<file path="src/hdl/mstt_pkg.sv">
`timescale 1ns / 1ps
`default_nettype none

package mstt_pkg;

   localparam int NUM_TIMERS = 8;

   localparam int IDX_W   = (NUM_TIMERS > 1) ? $clog2(NUM_TIMERS) : 1;
   localparam int CNT_W   = $clog2(NUM_TIMERS + 1);
   localparam int TICK_W  = 16;
   localparam int SLOT_W  = 4;

   // reply slot when no slot is free, masked to the field width
   localparam logic [SLOT_W-1:0] SLOT_FULL = SLOT_W'(NUM_TIMERS % (1 << SLOT_W));

   localparam logic [1:0] CMD_REGISTER = 2'd0;
   localparam logic [1:0] CMD_DELETE   = 2'd1;
   localparam logic [1:0] CMD_TICK     = 2'd2;

   localparam logic EVT_REPLY  = 1'b0;
   localparam logic EVT_EXPIRY = 1'b1;

   typedef struct packed {
      logic [1:0]        cmd;
      logic [7:0]        slot_index;
      logic [TICK_W-1:0] start_ticks;
      logic [TICK_W-1:0] reload_ticks;
   } req_type;

   typedef struct packed {
      logic              event_kind;
      logic [SLOT_W-1:0] slot;
      logic              last;
   } rsp_type;

   // slot number as carried in a result beat
   function automatic logic [SLOT_W-1:0] to_slot(input logic [IDX_W-1:0] idx);
      logic [IDX_W+SLOT_W-1:0] ext;
      ext = (IDX_W + SLOT_W)'(idx);
      return ext[SLOT_W-1:0];
   endfunction

endpackage

`default_nettype wire

</file>
<file path="src/hdl/multi_slot_timer_table_top.sv">
// register/delete/unused commands: handled in idle; a register reply appears the next cycle
// tick: walks the slot memory, reading every slot and writing back each active slot,
//   then emits one expiry beat per cycle while rsp_ready is high
// new commands wait while a tick walks the slot memory (one read port, one write port)
// reset (synchronous, active high) frees all slots and clears control; memory is not cleared
`timescale 1ns / 1ps
`default_nettype none

module multi_slot_timer_table_top (
   input  wire logic              clock,
   input  wire logic              reset,
   input  wire logic              req_valid,
   output logic                   req_ready,
   input  wire mstt_pkg::req_type req_payload,
   output logic                   rsp_valid,
   input  wire logic              rsp_ready,
   output mstt_pkg::rsp_type      rsp_payload
);
   import mstt_pkg::*;

   typedef enum logic [2:0] {
      ST_IDLE = 3'b001,
      ST_SCAN = 3'b010,
      ST_EMIT = 3'b100
   } state_type;

   state_type             state_ff, state_in;
   logic [NUM_TIMERS-1:0] active_ff, active_in;
   logic [NUM_TIMERS-1:0] expire_ff, expire_in;
   logic [CNT_W-1:0]      rd_cnt_ff, rd_cnt_in;
   logic                  pend_vld_ff, pend_vld_in;
   logic [IDX_W-1:0]      pend_idx_ff, pend_idx_in;
   logic                  rsp_valid_ff, rsp_valid_in;
   rsp_type               rsp_ff, rsp_in;

   // slot memory: {reload, remaining}
   logic [2*TICK_W-1:0] tmr_mem [NUM_TIMERS];
   logic [2*TICK_W-1:0] rd_data_ff;
   logic                mem_we;
   logic [IDX_W-1:0]    mem_waddr;
   logic [2*TICK_W-1:0] mem_wdata;
   logic [IDX_W-1:0]    mem_raddr;

   logic                  req_fire;
   logic                  out_free;
   logic                  free_found;
   logic [IDX_W-1:0]      free_idx;
   logic [IDX_W-1:0]      emit_idx;
   logic [NUM_TIMERS-1:0] emit_rest;
   logic [TICK_W-1:0]     rem_cur, rel_cur, rem_dec;
   logic                  pend_active, pend_hit;

   assign out_free  = !rsp_valid_ff || rsp_ready;
   assign req_ready = (state_ff == ST_IDLE) && out_free;
   assign req_fire  = req_valid && req_ready;

   assign rsp_valid   = rsp_valid_ff;
   assign rsp_payload = rsp_ff;

   // lowest free slot
   always_comb begin
      free_found = 1'b0;
      free_idx   = '0;
      for (int i = NUM_TIMERS - 1; i >= 0; i--) begin
         if (!active_ff[i]) begin
            free_found = 1'b1;
            free_idx   = IDX_W'(i);
         end
      end
   end

   // lowest pending expiry
   always_comb begin
      emit_idx = '0;
      for (int i = NUM_TIMERS - 1; i >= 0; i--) begin
         if (expire_ff[i]) begin
            emit_idx = IDX_W'(i);
         end
      end
      emit_rest = expire_ff;
      emit_rest[emit_idx] = 1'b0;
   end

   assign rem_cur     = rd_data_ff[TICK_W-1:0];
   assign rel_cur     = rd_data_ff[2*TICK_W-1:TICK_W];
   assign rem_dec     = (rem_cur != '0) ? rem_cur - TICK_W'(1) : rem_cur;
   assign pend_active = pend_vld_ff && active_ff[pend_idx_ff];
   assign pend_hit    = pend_active && (rem_dec == '0);
   assign mem_raddr   = rd_cnt_ff[IDX_W-1:0];

   always_comb begin
      state_in     = state_ff;
      active_in    = active_ff;
      expire_in    = expire_ff;
      rd_cnt_in    = rd_cnt_ff;
      pend_vld_in  = 1'b0;
      pend_idx_in  = pend_idx_ff;
      rsp_valid_in = rsp_valid_ff && !rsp_ready;
      rsp_in       = rsp_ff;
      mem_we       = 1'b0;
      mem_waddr    = free_idx;
      mem_wdata    = {req_payload.reload_ticks, req_payload.start_ticks};

      unique case (state_ff)
         ST_IDLE: begin
            if (req_fire) begin
               priority if (req_payload.cmd == CMD_REGISTER) begin
                  rsp_valid_in     = 1'b1;
                  rsp_in.event_kind = EVT_REPLY;
                  rsp_in.last      = 1'b1;
                  if (free_found) begin
                     rsp_in.slot         = to_slot(free_idx);
                     active_in[free_idx] = 1'b1;
                     mem_we              = 1'b1;
                  end else begin
                     rsp_in.slot = SLOT_FULL;
                  end
               end else if (req_payload.cmd == CMD_DELETE) begin
                  if ({1'b0, req_payload.slot_index} < 9'(NUM_TIMERS)) begin
                     active_in[IDX_W'(req_payload.slot_index)] = 1'b0;
                  end
               end else if (req_payload.cmd == CMD_TICK) begin
                  rd_cnt_in = '0;
                  expire_in = '0;
                  state_in  = ST_SCAN;
               end else begin
                  state_in = ST_IDLE;
               end
            end
         end
         ST_SCAN: begin
            if (rd_cnt_ff != CNT_W'(NUM_TIMERS)) begin
               pend_vld_in = 1'b1;
               pend_idx_in = rd_cnt_ff[IDX_W-1:0];
               rd_cnt_in   = rd_cnt_ff + CNT_W'(1);
            end
            // write-back of the slot read last cycle; never the slot being read now
            if (pend_active) begin
               mem_we    = 1'b1;
               mem_waddr = pend_idx_ff;
               mem_wdata = {rel_cur, pend_hit ? rel_cur : rem_dec};
               if (pend_hit) begin
                  expire_in[pend_idx_ff] = 1'b1;
                  if (rel_cur == '0) begin
                     active_in[pend_idx_ff] = 1'b0;
                  end
               end
            end
            if (rd_cnt_ff == CNT_W'(NUM_TIMERS) && !pend_vld_ff) begin
               state_in = (expire_ff != '0) ? ST_EMIT : ST_IDLE;
            end
         end
         ST_EMIT: begin
            if (out_free) begin
               rsp_valid_in      = 1'b1;
               rsp_in.event_kind = EVT_EXPIRY;
               rsp_in.slot       = to_slot(emit_idx);
               rsp_in.last       = (emit_rest == '0);
               expire_in         = emit_rest;
               if (emit_rest == '0) begin
                  state_in = ST_IDLE;
               end
            end
         end
         default: begin
            state_in = ST_IDLE;
         end
      endcase
   end

   always_ff @(posedge clock) begin
      if (reset) begin
         state_ff     <= ST_IDLE;
         active_ff    <= '0;
         expire_ff    <= '0;
         rd_cnt_ff    <= '0;
         pend_vld_ff  <= 1'b0;
         rsp_valid_ff <= 1'b0;
      end else begin
         state_ff     <= state_in;
         active_ff    <= active_in;
         expire_ff    <= expire_in;
         rd_cnt_ff    <= rd_cnt_in;
         pend_vld_ff  <= pend_vld_in;
         rsp_valid_ff <= rsp_valid_in;
      end
   end

   always_ff @(posedge clock) begin
      pend_idx_ff <= pend_idx_in;
      rsp_ff      <= rsp_in;
   end

   always_ff @(posedge clock) begin
      if (mem_we) begin
         tmr_mem[mem_waddr] <= mem_wdata;
      end
      rd_data_ff <= tmr_mem[mem_raddr];
   end

endmodule

`default_nettype wire

</file>
<file path="config.mk">
export PLATFORM = sky130hd
export DESIGN_NAME = multi_slot_timer_table_top
export DESIGN_NICKNAME = d
export VERILOG_FILES = /design/src/hdl/mstt_pkg.sv /design/src/hdl/multi_slot_timer_table_top.sv
export SDC_FILE = /design/constraint.sdc
export NUM_CORES = 1
export LEC_CHECK = 0
export ABC_AREA = 1
export BUFFER_PORTS_ARGS = -buffer_cell sky130_fd_sc_hd__buf_4
export CAP_MARGIN = 20
export CORE_MARGIN = 3
export CORE_UTILIZATION = 55
export CTS_CLUSTER_DIAMETER = 50
export DETAILED_ROUTE_END_ITERATION = 8
export PLACE_DENSITY = 0.82
export SYNTH_ARGS = -nofsm -noshare
export SYNTH_HDL_FRONTEND = slang
export SYNTH_SLANG_ARGS = --single-unit
</file>
<file path="constraint.sdc">
create_clock -name clock -period 3.1 [get_ports clock]
set_input_delay 0.155 -clock clock [delete_from_list [all_inputs] [get_ports clock]]
set_output_delay 0.155 -clock clock [all_outputs]
set_load 0.02 [all_outputs]
</file>
# ---- After elaboration in Yosys (flattened, before gate mapping)
# Memories as Yosys holds them, arrays and structs flattened. A register that Yosys moved wholly into a read port is not among the register bits.
# Index checks and enable logic that the tools add are counted.
dict set report totals {
  ram_bits 256
  regBits 34
  output_inout_bits 8
  n_memories 1
  inputBits 46
}
dict set report classes {
  muxes 89
  n_addsub 2
  n_reduce_logical 30
  bitwise 9
  order_cmp 9
  n_eq_ne 22
}
# memory words word_bits rd rd_clocked_by_memory_dff write_ports line
set mem_list {}
lappend mem_list {tmr_mem 8 32 1 1 1 multi_slot_timer_table_top.sv:37} ;# logic [2*TICK_W-1:0] tmr_mem [NUM_TIMERS];
# cell count
set op_table {}
lappend op_table {{$mux W8} 15}
lappend op_table {{$mux W3} 25}
lappend op_table {{$mux W32} 2}
lappend op_table {{$logic_not A16 Y1} 2}
lappend op_table {{$mux W16} 2}
lappend op_table {{$and A8 B8 Y8} 3}
lappend op_table {{$mux W4} 6}
lappend op_table {{$not A8 Y8} 3}
lappend op_table {{$pmux W8 S3} 1}
lappend op_table {{$mux W1} 23}
lappend op_table {{$ne A2 B2 Y1 const B} 10}
lappend op_table {{$mux W6} 3}
lappend op_table {{$lt A3 B4 Y1 const B} 4}
lappend op_table {{$or A8 B8 Y8} 2}
lappend op_table {{$pmux W8 S2} 1}
lappend op_table {{$reduce_and A8 Y1} 2}
lappend op_table {{$reduce_bool A16 Y1} 1}
lappend op_table {{$sub A16 B1 Y16 const B} 1}
lappend op_table {{$demux W1 S3} 4}
lappend op_table {{$ge A3 B1 Y1 const B} 4}
lappend op_table {{$pmux W6 S2} 1}
lappend op_table {{$reduce_and A6 Y1} 2}
lappend op_table {{$logic_and A1 B1 Y1} 10}
lappend op_table {{$pmux W3 S3} 1}
lappend op_table {{other kinds (27)} 33}

# ---- Depth between registers and ports, before layout
dict set report depth {
  ltp_word 18
  ltp_mapped 18
  ltp_nobuf 17
}

# ---- Worst setup path after synthesis
# Ideal clock, no wire load.
dict set report synth_path {
  path_type {register to register}
  from {reg pend_idx_ff[0]}
  to {mem tmr_mem[5][0] in the netlist's numbering, enable pin}
  slack_ps -260
  synth_period_minus_slack_ps 3360
  arrival_time_ps 2939
  required_time_ps 2679
  path_stages_with_launch 15
  setup_time_ps 421
  cell_sequence {edfxtp_1 > buf_2 > inv_2 > nand2_1 > nand2_1 > nand2_1 > nand2_1 > nand2_1 > nand2_1 > nand2_1 > nor2_2 > inv_2 > o21ai_1 > nand2_1 > nor2_1}
}
dict set report synth_between {
  elab_chain_len 7
  elab_cells_between_ends 9
  classes_between {mux: 8; reduce/logical: 1}
}
# element line
set synth_rtl {}
lappend synth_rtl {{start, declared} multi_slot_timer_table_top.sv:32} ;# logic [IDX_W-1:0] pend_idx_ff, pend_idx_in;
lappend synth_rtl {{start signal, assigned} multi_slot_timer_table_top.sv:190} ;# pend_idx_ff <= pend_idx_in;
lappend synth_rtl {{$bmux W1 S3} multi_slot_timer_table_top.sv:87} ;# assign pend_active = pend_vld_ff && active_ff[pend_idx_ff];
lappend synth_rtl {{$mux W1 (not written as such)} multi_slot_timer_table_top.sv:87}
lappend synth_rtl {{$logic_and A1 B1 Y1} multi_slot_timer_table_top.sv:87}
lappend synth_rtl {{$mux W1} multi_slot_timer_table_top.sv:138} ;# if (pend_active) begin
lappend synth_rtl {{$pmux W1 S2} multi_slot_timer_table_top.sv:104} ;# unique case (state_ff)
lappend synth_rtl {{$mux W1} multi_slot_timer_table_top.sv:195} ;# if (mem_we) begin
lappend synth_rtl {{$mux W1 (not written as such)} multi_slot_timer_table_top.sv:196} ;# tmr_mem[mem_waddr] <= mem_wdata;
lappend synth_rtl {{end, declared} multi_slot_timer_table_top.sv:37}
# Several ways; a longest one is shown, not always the timed one. The select of a mux whose other input is x is not followed.

# ---- Worst setup path in the final report
dict set report layout_path {
  from {reg rd_data_ff[0] (read register of tmr_mem)}
  to {mem tmr_mem[7][2] in the netlist's numbering (data pin)}
}
dict set report layout_between {
  elab_chain_len 7
  elab_cells_between_ends 8
  classes_between {add/sub: 1; mux: 4; reduce/logical: 3}
}
# element line
set layout_rtl {}
lappend layout_rtl {{start, declared} multi_slot_timer_table_top.sv:38} ;# logic [2*TICK_W-1:0] rd_data_ff;
lappend layout_rtl {{$sub A16 B1 Y16 / $reduce_bool A16 Y1 (equally long branches)} multi_slot_timer_table_top.sv:86} ;# assign rem_dec = (rem_cur != '0) ? rem_cur - TICK_W'(1) : rem_cur;
lappend layout_rtl {{$mux W16 (*)} multi_slot_timer_table_top.sv:86}
lappend layout_rtl {{$logic_not A16 Y1} multi_slot_timer_table_top.sv:88} ;# assign pend_hit = pend_active && (rem_dec == '0);
lappend layout_rtl {{$logic_and A1 B1 Y1} multi_slot_timer_table_top.sv:88}
lappend layout_rtl {{$mux W16 (*)} multi_slot_timer_table_top.sv:141} ;# mem_wdata = {rel_cur, pend_hit ? rel_cur : rem_dec};
lappend layout_rtl {{$mux W32 (*)} multi_slot_timer_table_top.sv:138}
lappend layout_rtl {{$mux W32 (*)} multi_slot_timer_table_top.sv:104}
lappend layout_rtl {{named net mem_wdata[2]} multi_slot_timer_table_top.sv:41} ;# logic [2*TICK_W-1:0] mem_wdata;
# The timed path passes the listed nets; every way through them passes the cells marked *.

==> flow_summary.toml <==
[run_status]
status = "complete, no violations"

[critical_path]
crit_required_ps = 3340
worstPathCellList = "inv_2 -> ha_1 -> nand2_2 -> nor2_4 -> nand2_2 -> nand2_1 -> nand2_1 -> nor2_1 -> nand3_1 -> nor2_1 -> nand2_2 -> clkinv_2 -> nand2_1 -> a2bb2oi_1"
cp-end-kind = "flop"
path_class = "flop to flop"
cp_max_fo = 23
slowest_stage = "a2bb2oi_1"
max_stage_delay_ps = 450
crit_arrival_ps = 3090
worstSetupStartpointType = "flop"

[floorplanning]
die_w_um = 165
fp-row-count = 57
core_sq_um = 24600
die_height_um = 165
start_util = 0.566
dieArea_sq_um = 27300
boundaryPins = 54

[power]
peakVddDrop_uv = 420
internal_power_uw = 7910
combPwrFrac = 0.157
swShare = 0.280
p_clk_frac = 0.368
p_leak_uw = 0.00580
pwr-share-seq = 0.475
p_switching_uw = 3070
cellPowerDensity_nw_per_um2 = 685

[route]
first_pass_iters = 5
drt_iter0_drc = 1176
ant_nets = 0
wl_per_cell_um = 19.8
wirelength_um = 35100
drc = 0
via_count = 10600
avgViaCountPerCell = 5.96

[place]
gp_congestion = 0.953
io_buffers = 53
dp_hpwl_um = 21400

[yosys]
avgSynthCellArea_sq_um = 10.1
synth-compound-area-share = 0.127
syn_nets = 1425
ys_ff_latch = 322
ys_seq_area_frac = 0.653
synthCells = 1376
synth_simple_gate_area_share = 0.171
synth_top_family_by_area = "simple AND/OR/NAND/NOR gates"
syn_area_sq_um = 13900
muxShareOfSynthArea = 0
synthAdderAreaFrac = 0.00270
synth_edf_count = 265
ys.flop_type = "edfxtp_1"
synth_cell_types = 44
synth_xor_area_frac = 0.00252
yosysWarnings = 0
synth-async-reset-ratio = 0

[clocking]
cts_buffer_depth = 3
cts_sinks = 322
cts_buffers = 34
h-tree-depth = 2
cts_root_buf = "clkbuf_16"
clk_pin_slew_ps = 60
cts_tree = "built"
clock_latency_ps = 520

[layout]
diodes = 0
fillers = 1794
drive_gt1_frac = 0.127
syn_to_final_growth_pct = 15.0
num-nets-final = 1476
final_util = 0.651

[sta]
fmax_mhz = 351
layout_worst_path_cycle_share = 0.920
setup_viol = 0
max_slew.worst_pin.slew_ps = 827
clock-skew-final_ps = 15.5
report.final.hold_viol_count = 0
period_needed_ps = 2850
maxSlewHeadroom = 0.447
tns_ps = 0
drv_slew = 0

[global_routing]
grt_pass1_vias = 10100
grt_max_degree = 130
antenna_found_initial = 0
grt_usage = 0.257
grt_pass1_wl_um = 53900
grt-ovfl-total = 0

[flow_run]
drv_cap = 0

[min_path]
hp-class = "primary input to flop"
[critical path, delay by kind of cell, from the launching register on]
family,cells,cell delay [ps]
buf+inv,2,290
flops,1,320
fa+ha+maj,1,270
compound gates,1,450
simple gates,10,1240
[cells by family (layout without fill, tap and decap cells)]
| logic type | Yosys count | in the layout |
|---|---|---|
| buffers and inverters | 149 | 226 |
| DFF | 322 | 322 |
| xor gates and xnor gates | 4 | 4 |
| adders and majority gates | 3 | 3 |
| and+or+nand+nor | 582 | 582 |
| AOI/OAI and AO/OA | 316 | 316 |
[power groups by stage]
| stage | Clock [uW] | Combinational (uW) | Sequential (uW) |
|---|---|---|---|
| 6_report | 4040 | 1720 | 5210 |
| 5_1_grt | 4250 | 1910 | 5240 |
| 4_1_cts | 4080 | 1690 | 5200 |
| 3_5_place_dp | 0 | 1670 | 5290 |
| 3_3_place_gp | 0 | 1620 | 5290 |
| 2_1_floorplan | 0 | 1200 | 5190 |
[Yosys cell counts, types with 2 or more instances]
| master | count | share of area |
|---|---|---|
| nor2_2 | 4 | 0.0018 |
| o21ai_1 | 8 | 0.0029 |
| ha_1 | 3 | 0.0027 |
| clkbuf_1 | 53 | 0.014 |
| inv_1 | 66 | 0.018 |
| nor2_4 | 3 | 0.0024 |
| nand4_1 | 6 | 0.0027 |
| a2bb2oi_1 | 16 | 0.010 |
| a21oi_1 | 49 | 0.018 |
| dfxtp_1 | 57 | 0.082 |
| nand3b_1 | 3 | 0.0016 |
| a31oi_1 | 35 | 0.016 |
| nor3_1 | 17 | 0.0061 |
| nand3_2 | 3 | 0.0022 |
| buf_2 | 8 | 0.0029 |
| o21ai_0 | 165 | 0.059 |
| nand2_1 | 196 | 0.053 |
| xnor2_1 | 2 | 0.0013 |
| o31ai_1 | 2 | 0.0011 |
| o22ai_1 | 33 | 0.015 |
| nand2_2 | 3 | 0.0013 |
| nand3_1 | 42 | 0.015 |
| or2_2 | 2 | 0.00090 |
| buf_1 | 5 | 0.0013 |
| xor2_1 | 2 | 0.0013 |
| inv_2 | 10 | 0.0027 |
| nor2_1 | 298 | 0.080 |
| edfxtp_1 | 265 | 0.57 |
| buf_6 | 5 | 0.0040 |
[layer usage]
| metal | wire [um] | share of wire | track usage | vias up |
|---|---|---|---|---|
| met5 | 0 | 0 | 0 | - |
| met4 | 1260 | 0.036 | 0.105 | 0 |
| met3 | 2920 | 0.083 | 0.0399 | 109 |
| met2 | 17500 | 0.50 | 0.436 | 548 |
| met1 | 13500 | 0.38 | 0.331 | 5029 |
| li1 | - | - | - | 4909 |
[flip-flops by register name, summed over array words and instances (netlist names)]
| signal | flops |
|---|---|
| tmr_mem | 256 |
| rd_data_ff | 32 |
| active_ff | 8 |
| expire_ff | 8 |
| rsp_payload | 6 |
| rd_cnt_ff | 4 |
| pend_idx_ff | 3 |
| state_ff | 3 |
| pend_vld_ff | 1 |
| rsp_valid | 1 |
[placed cells by master (no fill, tap or decap), types with 35 or more instances in the layout]
master and n:
a21oi_1 49, a31oi_1 35, buf_4 76, clkbuf_16 35
dfxtp_1 55, edfxtp_1 265, inv_1 63, nand2_1 196
nand3_1 42, nor2_1 290, o21ai_0 165
[final timing paths]
| check | end | start | cells after the start | slack [ps] |
|---|---|---|---|---|
| max reg2reg | tmr_mem[7][2] | rd_data_ff[0] | 14 | 250 |
| max | tmr_mem[7][2] | rd_data_ff[0] | 14 | 250 |
| min | rsp_valid | rsp_ready | 4 | 50 |
| min reg2reg | expire_ff[6] | expire_ff[6] | 2 | 510 |
[metrics by stage]
step	instance area (sq um)	worst slack [ps]	total power (uW)	hold WS [ps]	std cells
detailed placement	14800	278	6960	370	1712
CTS	16000	197	11000	27.8	1775
floorplan	13900	-260	6390	224	1376
global placement	14800	412	6910	378	1712
finish	16000	249	11000	50.9	1777
global route	16000	-9.56	11400	74.8	1777
[cell type report]
cell class	instances	area [sq um]	area share
tap	324	405	0.0253
timing repair buffer	86	761	0.0475
inverter	78	295	0.0184
clock inverter	17	199	0.0124
multi-input combinational	905	4330	0.270
clock buffer	45	923	0.0577
sequential	322	9100	0.568
[timing repair]
action,in CTS,in global routing
buffers inserted,0,2
gates resized for setup,0,8
setup endpoints to repair,0,84
hold buffers,1,0
hold endpoints to repair,4,0
(Power assumes the default switching activity.)
